--- src/sv/tlcc_pkg.sv ---
// Package: shared types and constants for the trajectory line-crossing counter.
package tlcc_pkg;

   localparam int unsigned CNT_BITS = 16;
   localparam int unsigned PACK_BITS = 12;
   localparam int unsigned LINE_BITS = 64;
   localparam int unsigned LINE_REGS = 4;
   localparam int unsigned CSR_ADDR_BITS = 3;
   localparam logic [CSR_ADDR_BITS-1:0] CSR_LINE_COUNT = 3'd0;
   localparam int signed MARGIN = 10;

   typedef enum logic [2:0] {
      ST_IDLE,
      ST_CALC,
      ST_EMIT
   } state_type;

   // controller to datapath
   typedef struct packed {
      logic load;
      logic start;
      logic commit;
   } cmd_type;

   // datapath to controller
   typedef struct packed {
      logic done;
   } status_type;

endpackage

--- src/sv/tlcc_control.sv ---
// Controller: walks the lines in use and hands out one result per line.
module tlcc_control
   import tlcc_pkg::*;
#(
   parameter int unsigned IDX_BITS = 2
) (
   input  logic                clock,
   input  logic                reset,
   input  logic                req_fire,
   input  logic                rsp_fire,
   input  logic [IDX_BITS:0]   lines_used,
   input  status_type          status,
   output cmd_type             cmd,
   output logic                req_ready,
   output logic                rsp_valid,
   output logic [IDX_BITS-1:0] index,
   output logic                is_last
);

   state_type state_ff, state_in;
   logic [IDX_BITS-1:0] idx_ff, idx_in;

   assign is_last = ({1'b0, idx_ff} + 1'b1) == lines_used;
   assign index = idx_ff;

   always_comb begin
      state_in = state_ff;
      idx_in = idx_ff;
      case (state_ff)
         ST_IDLE: if (req_fire) begin
            state_in = ST_CALC;
            idx_in = '0;
         end
         ST_CALC: if (status.done) state_in = ST_EMIT;
         ST_EMIT: if (rsp_fire) begin
            if (is_last) begin
               state_in = ST_IDLE;
            end else begin
               state_in = ST_CALC;
               idx_in = idx_ff + 1'b1;
            end
         end
         default: state_in = ST_IDLE;
      endcase
   end

   always_comb begin
      cmd = '0;
      req_ready = 1'b0;
      rsp_valid = 1'b0;
      case (state_ff)
         ST_IDLE: begin
            req_ready = 1'b1;
            cmd.load = req_fire;
            cmd.start = req_fire;
         end
         ST_CALC: cmd.commit = status.done;
         ST_EMIT: begin
            rsp_valid = 1'b1;
            cmd.start = rsp_fire && !is_last;
         end
         default: ;
      endcase
   end

   always_ff @(posedge clock) begin
      if (reset) begin
         state_ff <= ST_IDLE;
         idx_ff <= '0;
      end else begin
         state_ff <= state_in;
         idx_ff <= idx_in;
      end
   end

endmodule

--- config.mk ---
export PLATFORM = sky130hd
export DESIGN_NAME = tlcc_control
export DESIGN_NICKNAME = d
export VERILOG_FILES = /design/src/sv/tlcc_pkg.sv /design/src/sv/tlcc_control.sv
export SDC_FILE = /design/constraint.sdc
export NUM_CORES = 1
export LEC_CHECK = 0
export ABC_AREA = 1
export BUFFER_PORTS_ARGS = -buffer_cell sky130_fd_sc_hd__clkbuf_2
export CAP_MARGIN = 5
export CORE_AREA = 10 10 47 49
export CTS_CLUSTER_DIAMETER = 120
export DETAILED_ROUTE_END_ITERATION = 16
export DIE_AREA = 0 0 57 59
export PLACE_DENSITY = 0.54
export SETUP_SLACK_MARGIN = 0.1
export SLEW_MARGIN = 25
export SYNTH_ARGS = -nofsm -noshare
export SYNTH_HDL_FRONTEND = slang
export SYNTH_SLANG_ARGS = --single-unit
--- constraint.sdc ---
create_clock -name clock -period 1.62 [get_ports clock]
set_clock_uncertainty 0.15 [all_clocks]
set_input_delay 0.243 -clock clock [delete_from_list [all_inputs] [get_ports clock]]
set_output_delay 0.243 -clock clock [all_outputs]
set_load 0.01 [all_outputs]
==> results of run 1 <==
## power by group through the flow
stage / clock network, W / registers (W) / logic [W]
after global placement: 0 / 0.000115 / 0.0000906
final: 0.000121 / 0.000112 / 0.000127
after CTS: 0.000129 / 0.000112 / 0.000109
after floorplan: 0 / 0.000116 / 0.0000526
after global routing: 0.000133 / 0.000113 / 0.000143
after detailed placement: 0 / 0.000115 / 0.0000912
## how the worst min path moves through the flow
stage	cells past startpoint	from	to
after floorplan	1	reset	state_ff[0]
after global placement	2	reset	state_ff[0]
after detailed placement	2	reset	state_ff[0]
after CTS	2	reset	state_ff[0]
after global routing	2	reset	state_ff[0]
final	2	reset	state_ff[0]
## cells in the final DEF (no fill, tap or decap), types with 2 or more instances in the layout
cell type / count
a21oi_2: 2
buf_4: 5
buf_6: 3
clkbuf_2: 14
clkbuf_4: 3
dfxtp_1: 2
inv_1: 8
inv_2: 4
nand2_1: 7
nand2_2: 8
nand3_1: 2
nand3_2: 2
nor2_1: 2
## through the flow
step / TNS (ns) / hold WS, ns / util (%) / instance area, um^2 / worst slack, ns
2_1_floorplan: 0 / 0.155 / - / 317 / 0.105
3_3_place_gp: 0 / 0.292 / 30.4 / 427 / 0.0826
3_5_place_dp: 0 / 0.291 / 30.4 / 427 / 0.0755
4_1_cts: -0.336 / 0.0409 / 36.2 / 507 / -0.126
5_1_grt: -0.340 / 0.0443 / 39.4 / 552 / -0.210
6_report: -0.188 / 0.0504 / 39.4 / 552 / -0.115
## flip-flops by register name (all words and copies together) (netlist names)
register,flops
index,2
state_ff,2
## repair_timing
item / in CTS / in global routing
gates resized for setup: 5 / 15
pin swaps: 5 / 6
setup buffers: 6 / 1
hold buffers: 0 / 0
hold endpoints to repair: 0 / 0
setup endpoints to repair: 2 / 4
## cell families after synthesis
logic type / synth area share (%)
AO/OA/AOI/OAI: 6.20
XOR/XNOR: 5.37
adder cells (fa/ha/maj): 4.13
buffers and inverters: 14.9
flip-flops: 26.4
AND/OR/NAND/NOR: 43.0
## metal layers
metal | part of all wire [%] | global-route usage [%] | up-vias
met5 | 0 | 0 | -
met4 | 0 | 5.03 | 0
met3 | 4.9 | 1.93 | 0
met2 | 52 | 8.53 | 7
met1 | 43 | 5.31 | 147
li1 | - | - | 195
## layout make-up
cell class	count	area [um^2]
clock buffers	3	22.5
fillers	158	850
inverters	12	45.0
multi-input cells	31	238
flip-flops and latches	4	85.1
well taps	16	20.0
repair buffers	22	141
## synth_stat cells
library cell  instances  area, um^2
inv_1                12        45.0
nand2_1              11        41.3
nand3_1               5        25.0
dfxtp_1               4        80.1
nand2_2               4        25.0
a21oi_1               2        10.0
nor2_1                2        7.51
a21oi_2               1        8.76
ha_1                  1        12.5
nand3b_1              1        7.51
nand4_1               1        6.26
nor2_2                1        6.26
nor2_4                1        11.3
xnor2_2               1        16.3
## worst max-delay path, cell delays in order (launching register included)
cell	delay, ns
dfxtp_4	0.34
ha_4	0.27
nand2_1	0.06
nand2_2	0.07
nand4_1	0.13
nand2_2	0.10
inv_1	0.04
clkbuf_2	0.12
==> impl_metrics.yaml, run 1 <==
outcome:
  outcome: "finished with violations"
  failed_checks: "setup timing"
route:
  vias_per_cell: 3.97
  wl_per_cell_um: 9.56
  ant_nets: 0
  drc: 0
  first_iter_violations: 10
  dr.pass1.iters: 4
  wl_um: 841
  via_count: 349
timing:
  slew_viol_final: 0
  setup_viol: 2
  finalCriticalPeriod_ns: 1.73
  worstMarginPinSlew_ns: 0.193
  max_slew_margin_pct: 87.1
  period_share_pct: 107
  rsz0062_at_grt: "yes"
  max_freq_mhz: 576
  layout_setup_ws_ns: -0.115
  hold_viol_final: 0
setup_path:
  crit_type: "reg2out"
  critPathCapture: "cmd[1]"
  rr_startpoint: "index[0]"
  cp_data_arrival_time_ns: 1.34
  rr_worst_depth: 7
  endpoint_kind: "primary output"
  cp_max_fo: 3
  cp-startpoint: "index[0]"
  critPathLaunchType: "flip-flop"
  worstPathRequired_ns: 1.23
  reg2reg_setup_slack_ns: 0.17
  timing.rr.end: "index[1]"
clock_tree:
  cts.clk_slew.worst_paths_ns: 0.04
  clockBufferDepth: 2
  cts_sinks: 4
  clk_latency_ns: 0.23
  cts_tree: "done"
  cts_htree_levels: 1
  ctsRootBufferMaster: "clkbuf_4"
  numCtsBuffers: 3
synth:
  synth_area_per_cell_um2: 6.44
  ys_seq_area_share_pct: 26.4
  yosys_warnings: 0
  synth_area_um2: 303
  ys_ff_latch: 4
  synth_cell_types: 14
  synth_fp_nets: 56
  syn_inst: 47
pwr:
  clock_power_share_pct: 33.6
  seqPwrFrac_pct: 31.1
  powerDensity_nw_per_um2: 653
  switching_share_pct: 30.3
  internal_power_w: 0.000251
  leakage_nw: 0.287
  total_power_w: 0.000360
  power.switching_w: 0.000109
  p_comb_share_pct: 35.3
  peakVddDrop_v: 0.000405
grt:
  antenna_found_initial: 0
  grt_pass1_wl_um: 1400
  grt.overflow.total: 0
  grt_max_degree: 6
  grt_usage_pct: 5.34
  first_global_vias: 364
die:
  start_util_pct: 21.6
  die_area_um2: 3360
  core_um2: 1400
  ios: 16
  fp.dieW_um: 57
  rows: 14
  die_h_um: 59
job:
  maxCapViolations: 0
placement:
  dp_hpwl_um: 688
  io_buffers: 15
  gp_congestion: 0.724
  placed_cells: 80
hold_path:
  hold_path.class: "in2reg"
final_layout:
  syn_to_final_growth_pct: 82.2
  final_nets: 83
  antenna_cells_inserted: 0
  drive_above_1_share_pct: 66.7
  final_cells: 88
No activity file was read; power rests on OpenSTA's default activity.
==> inputs of run 2 (changes only) <==
GPL_TIMING_DRIVEN = 0   (was default)
==> run 2 against run 1 <==
Count of clock-buffer cells in the layout stayed put. First-iteration DRC count is 20% lower. Non-clock buffer count is 3 lower. The run still ends with setup timing left. Critical path type unchanged. Power is 5.8% lower. Largest power group is now clock.
==> impl_metrics.yaml, run 2 (synthesis results as in run 1) <==
pwr:
  seqPwrFrac_pct: 33.0
  leakage_nw: 0.271
  power.switching_w: 0.000101
  internal_power_w: 0.000238
  total_power_w: 0.000339
  powerDensity_nw_per_um2: 685
  peakVddDrop_v: 0.000441
  p_comb_share_pct: 31.7
  clock_power_share_pct: 35.3
  switching_share_pct: 29.9
setup_path:
  critPathBufInv: 2
  crit_type: "reg2out"
  rr_worst_depth: 7
  cpPeakStageDelay_ns: 0.34
  cp_data_arrival_time_ns: 1.35
  worstPathRequired_ns: 1.23
  rr_startpoint: "index[0]"
  cp_max_fo: 3
  crit_top_cell: "nand2_2"
  reg2reg_setup_slack_ns: 0.16
  endpoint_kind: "primary output"
  critPathLaunchType: "flip-flop"
  timing.rr.end: "index[1]"
  worstPathCellList: "ha_4, nand2_1, nand2_2, nand4_1, nand2_2, inv_1, clkbuf_2"
  slowest_stage: "dfxtp_4"
  critPathTopFamily: "simple AND/OR/NAND/NOR gates"
route:
  wl_um: 825
  via_count: 345
  vias_per_cell: 4.06
  ant_nets: 0
  drc: 0
  dr.pass1.iters: 4
  wl_per_cell_um: 9.71
  first_iter_violations: 8
grt:
  grt_max_degree: 6
  grt.overflow.total: 0
  antenna_found_initial: 0
  first_global_vias: 397
  grt_pass1_wl_um: 1550
  grt_usage_pct: 5.83
clock_tree:
  ctsRootBufferMaster: "clkbuf_4"
  clockBufferDepth: 2
  cts_sinks: 4
  cts_tree: "done"
  cts_hold_buf: 0
  cts.clk_slew.worst_paths_ns: 0.04
  clk_latency_ns: 0.23
  cts_htree_levels: 1
  numCtsBuffers: 3
final_layout:
  final_nets: 80
  fin_util_pct: 35.4
  final_cell_mix: "14 x clkbuf_2, 11 x inv_1, 8 x nand2_1"
  drive_above_1_share_pct: 58.0
  syn_to_final_growth_pct: 63.6
  antenna_cells_inserted: 0
  final_common_cell: "clkbuf_2"
die:
  rows: 14
  fp.dieW_um: 57
  core_um2: 1400
  die_h_um: 59
  start_util_pct: 21.6
  die_area_um2: 3360
  ios: 16
timing:
  max_freq_mhz: 574
  worstMarginPinSlew_ns: 0.185
  layout_setup_ws_ns: -0.122
  finalCriticalPeriod_ns: 1.74
  slew_viol_final: 0
  rsz0062_at_grt: "yes"
  hold_viol_final: 0
  period_share_pct: 108
  max_slew_margin_pct: 87.6
  setup_viol: 2
placement:
  dp_hpwl_um: 674
  place_ws_ns: -0.0127
  gp_congestion: 0.685
  io_buffers: 15
hold_path:
  min_to: "state_ff[0]"
  hold_path.class: "in2reg"
  min_from: "reset"
  hold_depth: 2
job:
  maxCapViolations: 0
outcome:
  outcome: "finished with violations"
  failed_checks: "setup timing"
run 2: metal layers:
layer  vias up  wire length [um]  global-route usage (%)
met2         7               452                    8.99
met1       151               329                    5.33
met4         0                 0                    5.37
met5         -                 0                       0
li1        187                 -                       -
met3         0                43                    3.43
run 2: layout make-up:
cell class                      count  area, um^2
Multi-Input combinational cell     31         211
Timing Repair Buffer               19         111
Clock buffer                        3        22.5
Sequential cell                     4        85.1
Tap cell                           16        20.0
Inverter                           12        45.0
Fill cell                         162         906
run 2: per-stage QoR:
step           hold slack, ns  cells  instance area (um^2)  setup TNS (ns)
2_1_floorplan           0.155     47                   317               0
3_3_place_gp            0.292     78                   412         -0.0164
3_5_place_dp            0.300     78                   412         -0.0127
4_1_cts                0.0540     87                   487          -0.276
5_1_grt                0.0567     85                   495          -0.310
6_report               0.0600     85                   495          -0.130
run 2: repair_timing:
action | in CTS | in global routing
resized for setup | 4 | 7
endpoints found under the setup margin | 2 | 4
pin swaps | 6 | 1
setup buffers | 6 | 0
run 2: worst max-delay path by stage:
stage,startpoint,end,slack [ns],cells past startpoint
floorplan,index[1],cmd[1],0.11,7
global placement,index[1],cmd[1],-0.02,8
detailed placement,index[1],cmd[1],-0.01,8
CTS,index[0],cmd[1],-0.13,7
global route,index[1],cmd[1],-0.21,8
finish,index[0],cmd[1],-0.12,7
run 2: power groups by stage:
| stage | logic, W | registers, W | clock network (W) |
|---|---|---|---|
| after CTS | 0.000102 | 0.000112 | 0.000127 |
| after global routing | 0.000122 | 0.000113 | 0.000136 |
| final | 0.000108 | 0.000112 | 0.000120 |
| after floorplan | 0.0000526 | 0.000116 | 0 |
| after detailed placement | 0.0000880 | 0.000115 | 0 |
| after global placement | 0.0000868 | 0.000115 | 0 |
==> inputs of run 3 (changes only) <==
CORE_AREA = 2 2 39 41   (was 10 10 47 49)
DIE_AREA = 0 0 41 43   (was 0 0 57 59)
==> run 3 against run 2 <==
Critical path depth grew 1. Register-to-register slack worse by 0.03 ns. Combinational power fell by 6%. Cell count is the same. Sequential power hardly changed. First-iteration DRC count decreased by 50%. The flow still finishes with violations (setup timing). Non-clock buffer count did not move. Critical endpoint unchanged. Highest routed layer is now met4. Core utilization shrank 0.73 points.
==> impl_metrics.yaml, run 3 (synthesis results as in run 1) <==
outcome:
  outcome: "finished with violations"
  failed_checks: "setup timing"
job:
  maxCapViolations: 0
final_layout:
  antenna_cells_inserted: 0
  drive_above_1_share_pct: 55.1
  syn_to_final_growth_pct: 58.3
  final_nets: 80
  seqCellArea_um2: 85.1
  multiInputGateArea_um2: 201
  final_cell_mix: "15 x clkbuf_2, 10 x inv_1, 10 x nand2_1"
  final_common_cell: "clkbuf_2"
  n_fill_cell: 152
  final_area_um2: 479
timing:
  max_slew_margin_pct: 87.3
  worstMarginPinSlew_ns: 0.190
  finalCriticalPeriod_ns: 1.74
  setup-tns-final_ns: -0.140
  max_freq_mhz: 575
  rsz0062_at_grt: "yes"
  period_share_pct: 107
  layout_setup_ws_ns: -0.120
  setup_viol: 2
  slew_viol_final: 0
  hold_viol_final: 0
setup_path:
  timing.rr.end: "index[1]"
  crit_type: "reg2out"
  critPathLaunchType: "flip-flop"
  rr_startpoint: "index[1]"
  rr_worst_depth: 8
  cp-startpoint: "index[0]"
  reg2reg_setup_slack_ns: 0.13
  worstPathRequired_ns: 1.23
  cp_data_arrival_time_ns: 1.35
  cp_max_fo: 3
  endpoint_kind: "primary output"
grt:
  grt_usage_pct: 10.0
  antenna_found_initial: 0
  grt_pass1_wl_um: 1080
  grt_max_degree: 6
  first_global_vias: 303
  grt.overflow.total: 0
hold_path:
  min_to: "state_ff[0]"
  hold_path.class: "in2reg"
  hold_depth: 2
  min_from: "reset"
die:
  fp.dieW_um: 41
  start_util_pct: 21.9
  core_um2: 1380
  rows: 14
  die_area_um2: 1760
  die_h_um: 43
  ios: 16
placement:
  gp_congestion: 0.711
  placed_cell_area_um2: 412
  io_buffers: 15
  dp_hpwl_um: 532
  place_ws_ns: -0.0137
route:
  via_count: 347
  met3_length_um: 38
  dr.pass1.iters: 4
  wl_met2_um: 376
  ant_nets: 0
  wl_met1_um: 280
  wl_um: 703
  dr.max_layer_used: "met4"
  first_iter_violations: 4
  wl_per_cell_um: 8.27
  drc: 0
  vias_per_cell: 4.08
pwr:
  total_power_w: 0.000334
  leakage_nw: 0.266
  powerDensity_nw_per_um2: 696
  peakVddDrop_v: 0.000253
clock_tree:
  numCtsBuffers: 3
  cts_sinks: 4
  ctsRootBufferMaster: "clkbuf_4"
  clockBufferDepth: 2
  cts_tree: "done"
  cts.clk_slew.worst_paths_ns: 0.04
  clk_latency_ns: 0.23
  cts_htree_levels: 1
[run 3: timing repair]
| action | CTS | global route |
|---|---|---|
| buffers inserted | 6 | 1 |
| pin swaps | 5 | 3 |
| setup endpoints to repair | 2 | 4 |
| hold buffers | 0 | 0 |
| resized for setup | 5 | 2 |
[run 3: routing by layer]
layer	global-route usage (%)	vias to the layer above
met2	15.0	7
met5	0	-
met3	4.71	2
li1	-	186
met1	9.00	152
met4	10.0	0
[run 3: final cells by class]
type	instances	share of cell area, %
Sequential cell	4	17.8
Tap cell	16	4.18
Multi-Input combinational cell	31	42.0
Timing Repair Buffer	19	21.9
Clock buffer	3	4.70
Inverter	12	9.40
[run 3: worst max-delay path by stage]
stage / end / slack (ns) / depth (start not counted)
after detailed placement: cmd[1] / -0.01 / 8
after global placement: cmd[1] / -0.01 / 8
after CTS: cmd[1] / -0.13 / 8
after floorplan: cmd[1] / 0.11 / 7
final: cmd[1] / -0.12 / 8
after global routing: cmd[1] / -0.19 / 8
[run 3: power breakdown]
part	leakage (nW)	internal, W	switching (W)
logic	0.219	0.0000473	0.0000544
clock network	0.0138	0.0000826	0.0000370
registers	0.0339	0.000105	0.00000747
[run 3: worst max-delay path: stages, from the launching register on]
cell and delay [ns]:
dfxtp_4 0.34, ha_4 0.28, inv_2 0.03, nand2_1 0.04, nand2_1 0.06, nand4_1 0.12
nand2_2 0.08, inv_2 0.05, clkbuf_2 0.11
[run 3: stage by stage]
| stage | hold slack [ns] | cells | utilization (%) |
|---|---|---|---|
| 2_1_floorplan | 0.155 | 47 | - |
| 4_1_cts | 0.0469 | 87 | 35.2 |
| 3_5_place_dp | 0.293 | 78 | 29.7 |
| 5_1_grt | 0.0467 | 85 | 34.6 |
| 6_report | 0.0555 | 85 | 34.6 |
| 3_3_place_gp | 0.294 | 78 | 29.7 |
